==> src/rtl/laplacian_stencil_2d_defines.svh <==
// Assertion macros shared by the stencil RTL.
`ifndef LAPLACIAN_STENCIL_2D_DEFINES_SVH
`define LAPLACIAN_STENCIL_2D_DEFINES_SVH

`ifndef ASSERT_OFF
`define LAP2D_ASSERT(lbl, clk, rst_n, prop, msg) \
    lbl: assert property (@(posedge clk) disable iff (!rst_n) prop) else $error(msg);
`define LAP2D_ASSERT_ALWAYS(lbl, clk, prop, msg) \
    lbl: assert property (@(posedge clk) prop) else $error(msg);
`else
`define LAP2D_ASSERT(lbl, clk, rst_n, prop, msg)
`define LAP2D_ASSERT_ALWAYS(lbl, clk, prop, msg)
`endif

`endif

==> src/rtl/lap2d_pkg.sv <==
`default_nettype none

package lap2d_pkg;

    localparam int MAX_COLS_DEF       = 1024;
    localparam int MAX_HALF_ORDER_DEF = 4;

    localparam int SAMPLE_W = 32;
    localparam int COEF_W   = 32;
    localparam int PAIR_W   = SAMPLE_W + 1;
    localparam int PROD_W   = PAIR_W + COEF_W;
    localparam int SUM_W    = PROD_W + 3;
    localparam int D_W      = SUM_W - 27;
    localparam int HI_W     = D_W;
    localparam int T_W      = D_W + 9;
    localparam int TERM_W   = T_W + 1;
    localparam int LAP_W    = 32;
    localparam int ROW_W    = 16;
    localparam int LEN_W    = 11;
    localparam int HO_W     = 3;
    localparam int INV_W    = 32;

    typedef enum logic [2:0] {
        REG_HALF_ORDER,
        REG_ROW_LEN,
        REG_NUM_ROWS,
        REG_INV_DX2,
        REG_INV_DZ2
    } reg_idx_t;

    // center tap, then taps at distance 1..4; Q4.28
    localparam logic signed [COEF_W-1:0] COEF_TAB [4][5] = '{
        '{-32'sd536870912, 32'sd268435456, 32'sd0, 32'sd0, 32'sd0},
        '{-32'sd671088640, 32'sd357913941, -32'sd22369621, 32'sd0, 32'sd0},
        '{-32'sd730740964, 32'sd402653184, -32'sd40265318, 32'sd2982616, 32'sd0},
        '{-32'sd764295396, 32'sd429496730, -32'sd53687091, 32'sd6817408,
          -32'sd479349}
    };

endpackage

`default_nettype wire

==> src/rtl/lap2d_scale.sv <==
`default_nettype none

module lap2d_scale import lap2d_pkg::*; (
    input  wire logic                     aclk,
    input  wire logic                     en,
    input  wire logic signed [SUM_W-1:0]  sum_in,
    input  wire logic        [INV_W-1:0]  inv,
    output logic signed      [TERM_W-1:0] term
);

    logic [SUM_W-1:0]  mag;
    logic [SUM_W:0]    rsum;
    logic [D_W-1:0]    d_reg;
    logic              neg_a_reg;
    logic [63:0]       lo_reg;
    logic [HI_W-1:0]   hi_reg;
    logic              neg_b_reg;
    logic [64:0]       rnd;
    logic [T_W-1:0]    t;
    logic signed [TERM_W-1:0] term_reg;

    // Q.44 to Q16.16, half away from zero
    always_comb begin
        mag  = sum_in[SUM_W-1] ? SUM_W'(-sum_in) : SUM_W'(sum_in);
        rsum = {1'b0, mag} + (SUM_W + 1)'(28'h8000000);
    end

    always_comb begin
        rnd = {1'b0, lo_reg} + 65'd8388608;
        t   = T_W'({hi_reg, 8'b0}) + T_W'(rnd[64:24]);
    end

    always_ff @(posedge aclk) begin
        if (en) begin
            d_reg     <= rsum[SUM_W:28];
            neg_a_reg <= sum_in[SUM_W-1];
            lo_reg    <= d_reg[31:0] * inv;
            hi_reg    <= d_reg[D_W-1:32] * inv;
            neg_b_reg <= neg_a_reg;
            term_reg  <= neg_b_reg ? -$signed({1'b0, t}) : $signed({1'b0, t});
        end
    end

    assign term = term_reg;

endmodule

`default_nettype wire
==> config.mk <==
export PLATFORM = sky130hd
export DESIGN_NAME = lap2d_scale
export DESIGN_NICKNAME = d
export VERILOG_FILES = /design/src/rtl/laplacian_stencil_2d_defines.svh /design/src/rtl/lap2d_pkg.sv /design/src/rtl/lap2d_scale.sv
export SDC_FILE = /design/constraint.sdc
export NUM_CORES = 2
export LEC_CHECK = 0
export BUFFER_PORTS_ARGS = -buffer_cell sky130_fd_sc_hd__buf_4
export CORE_ASPECT_RATIO = 1.75
export CORE_MARGIN = 5
export CORE_UTILIZATION = 66
export CTS_CLUSTER_DIAMETER = 50
export DETAILED_ROUTE_END_ITERATION = 6
export PLACE_DENSITY = 0.89
export SETUP_SLACK_MARGIN = 0.05
export SLEW_MARGIN = 0
export SYNTH_ARGS = -nofsm -noshare
export SYNTH_HDL_FRONTEND = slang
export SYNTH_SLANG_ARGS = --single-unit
==> constraint.sdc <==
create_clock -name aclk -period 8.7 [get_ports aclk]
set_clock_uncertainty 0.15 [all_clocks]
set_input_delay 0.435 -clock aclk [delete_from_list [all_inputs] [get_ports aclk]]
set_output_delay 0.435 -clock aclk [all_outputs]
set_load 0.02 [all_outputs]
==> results.md <==
- Initial antenna violation count: 4
- Slew @ Worst Pin: 1.28 ns
- Fmax: 120 MHz
- Longest Clk Path Bufs: 2
- Adder-Cell Fraction of Synth Area: 0.512
- Critical Path Sink Type: flip-flop
- Async set or reset register ratio after synthesis: 0
- Most used cell, CP: fa_1
- Drt wl/cell: 21.0 um
- Area delta synth->final: 5.42%
- GRT Util Overall: 0.334
- GRT busiest layer: met2
- Mux contribution to synthesized area: 0.000602
- DR pass1 iterations: 6
- Hold Vio Cnt, Final: 0
- Row count: 136
- Nets: 7,148
- Post-route ant nets: 0
- Post-synth cell types: 90
- Fin crit share: 0.956
- Mapped Area: 0.0520 mm^2
- Grt met3 use: 0.0649
- CP max stage delay: 0.63 ns
- Post-synthesis area per instance: 9.28 um^2
- Worst slack, placed: 0.188 ns
- Worst skew pair latency: 0.52 ns
- Status: finished, final reports clean
- Yosys warns: 0
- Met2 Use GR: 0.601
- Critical path launch point type: flip-flop
- Layout cells sized above 1: 0.0570
- Final slew viol count: 0
- Core Region: 0.0784 mm^2
- Seq/Total Area, Yosys: 0.102
- Post-layout min period: a little over 8 ns
- Hold_buf cts: 0
- DRC violations left: 0
- HP Class: in -> reg
- Worst-path fanout max: 11
- PnR worst setup slack: about 0.38 ns
- Req. time, crit path: 8.82 ns
- Critical R2R Launch: d_reg[10]
- Met1 Usage GRT: 0.342
- Ys flop type: edfxtp_1
- Layout Cells excl Fill: about 6,600
- Synthesized flop and latch total: 176
- Post-synth EDFFs: 176
- CTS tree: yes
- Post-synthesis net count: just over 7,000
- Die ar.: 0.0847 mm^2
- Via count: just over 40,000
- Most common cell after layout, fill and taps aside: fa_1
- Initial Util: 0.663
- GR Overflow Total: 0
- Min-delay src: sum_in[53]
- RSZ-0062 raised after global routing: no
- Initial drt markers: 3,234
- Boundary Pins: 153
- CP startpoint: d_reg[10]
- Vias per cell: 6.07
- DP HPWL: 113 mm
- Largest family of logic cells by synthesized area: adder cells
- Final number of setup-violating endpoints: 0
- GP Congestion: a little under 1
- Arrival time worst endpoint: 8.43 ns
- CP max-delay cell: edfxtp_1
- Clk root buf: clkbuf_16
- Mapped Cells: 5,601
- Slew HR: 0.147
- Chip Height: between 300 and 400 um
- TritonCTS Sinks: 176
- XOR/XNOR share of the synthesized area: 0.0436
- # port buffers: 152
- Largest net degree at the start of global routing: 66
- Most frequent cells in the layout: fa_1 (1,107), inv_1 (1,070), nand2_1 (741)
- Setup CP Type: reg -> reg
- Total of max-cap violations: 0
- Compound-Gate Fraction of Synth Area: 0.0635
- Simple-gate area share of the yosys netlist: 0.180
- Post-layout util: 0.699
- Dpl cells: 6,587
- First-pass GRT wire length: 224 mm
- Chip width: ~220 um
- Setup TNS: 0 ns
- Max reg flops: 51
- Post-Route WL: ~140 mm
- Vias in the first global route: 44,700
- Clock buffer count from CTS: 17
- Worst-path clk slew: 0.08 ns
- Fill cell count: between 5,000 and 6,000
- H-tree levels: 4
## logic make-up (layout without fill, tap and decap cells)
family,after synthesis,after routing
other,1,3
xor gates and xnor gates,259,259
DFF,176,176
muxes,3,3
AOI/OAI and AO/OA,498,498
buffers and inverters,1363,1357
adders and majority gates,1464,1464
and+or+nand+nor,1837,1837
## final timing paths
check	slack, ns	cells after the start	to
worst max-delay path	0.38	28	lo_reg[63]
worst max register to register	0.38	28	lo_reg[63]
worst min register to register	0.29	0	neg_b_reg
worst min-delay path	0.09	2	d_reg[25]
## repair_timing
item / 4_1_cts / 5_1_grt
buffers inserted: 0 / 11
endpoints found under the hold margin: 0 / 0
resized for setup: 0 / 3
endpoints found under the setup margin: 0 / 5
## critical path, delay by kind of cell, from the launching register on
family                   cells  cell delay, ns
buffers and inverters        7            0.72
AO/OA/AOI/OAI                9            1.66
flip-flops                   1            0.63
adder cells (fa/ha/maj)      9            4.23
AND/OR/NAND/NOR              2            0.61
XOR/XNOR                     1            0.08
## cell type report
cell class,instances,area [um^2],share of cell area
Multi-Input combinational cell,4062,41600,0.759
Timing Repair Buffer,254,2000,0.0365
Inverter,1071,4020,0.0733
Sequential cell,176,5290,0.0964
Clock buffer,17,425,0.00776
Antenna cell,2,5.00,0.0000913
Clock inverter,15,196,0.00358
Tap cell,1035,1290,0.0236
## Yosys cell counts, drive strengths merged, types with 21 or more instances
cell type	instances	area, um^2
clkbuf	283	1060
inv	1070	4020
nand3	56	285
a21o	62	465
nor3	32	165
nor2	115	432
xnor2	175	1530
a21oi	136	681
edfxtp	176	5290
xor2	84	736
nand2b	21	131
nand4	34	213
ha	357	4470
o21ai	96	484
o31ai	29	218
fa	1107	22200
and3	37	231
o21a	21	158
and2	706	4420
nand2	741	2780
## per-layer routing
layer | vias up | part of all wire
li1 | 17000 | -
met1 | 20000 | 0.30
met2 | 2303 | 0.52
met3 | 930 | 0.084
met4 | 4 | 0.094
met5 | - | 0.00019
## per-stage QoR
step / instance area [um^2] / hold WS, ns
detailed placement: 54100 / 0.271
finish: 54800 / 0.0941
global route: 54800 / 0.101
floorplan: 52000 / 0.250
CTS: 54700 / 0.0740
global placement: 54100 / 0.254
Power is left out: the tool's default activity adds up to more than one toggle a clock period on the data nets, which glitch-free logic cannot reach.
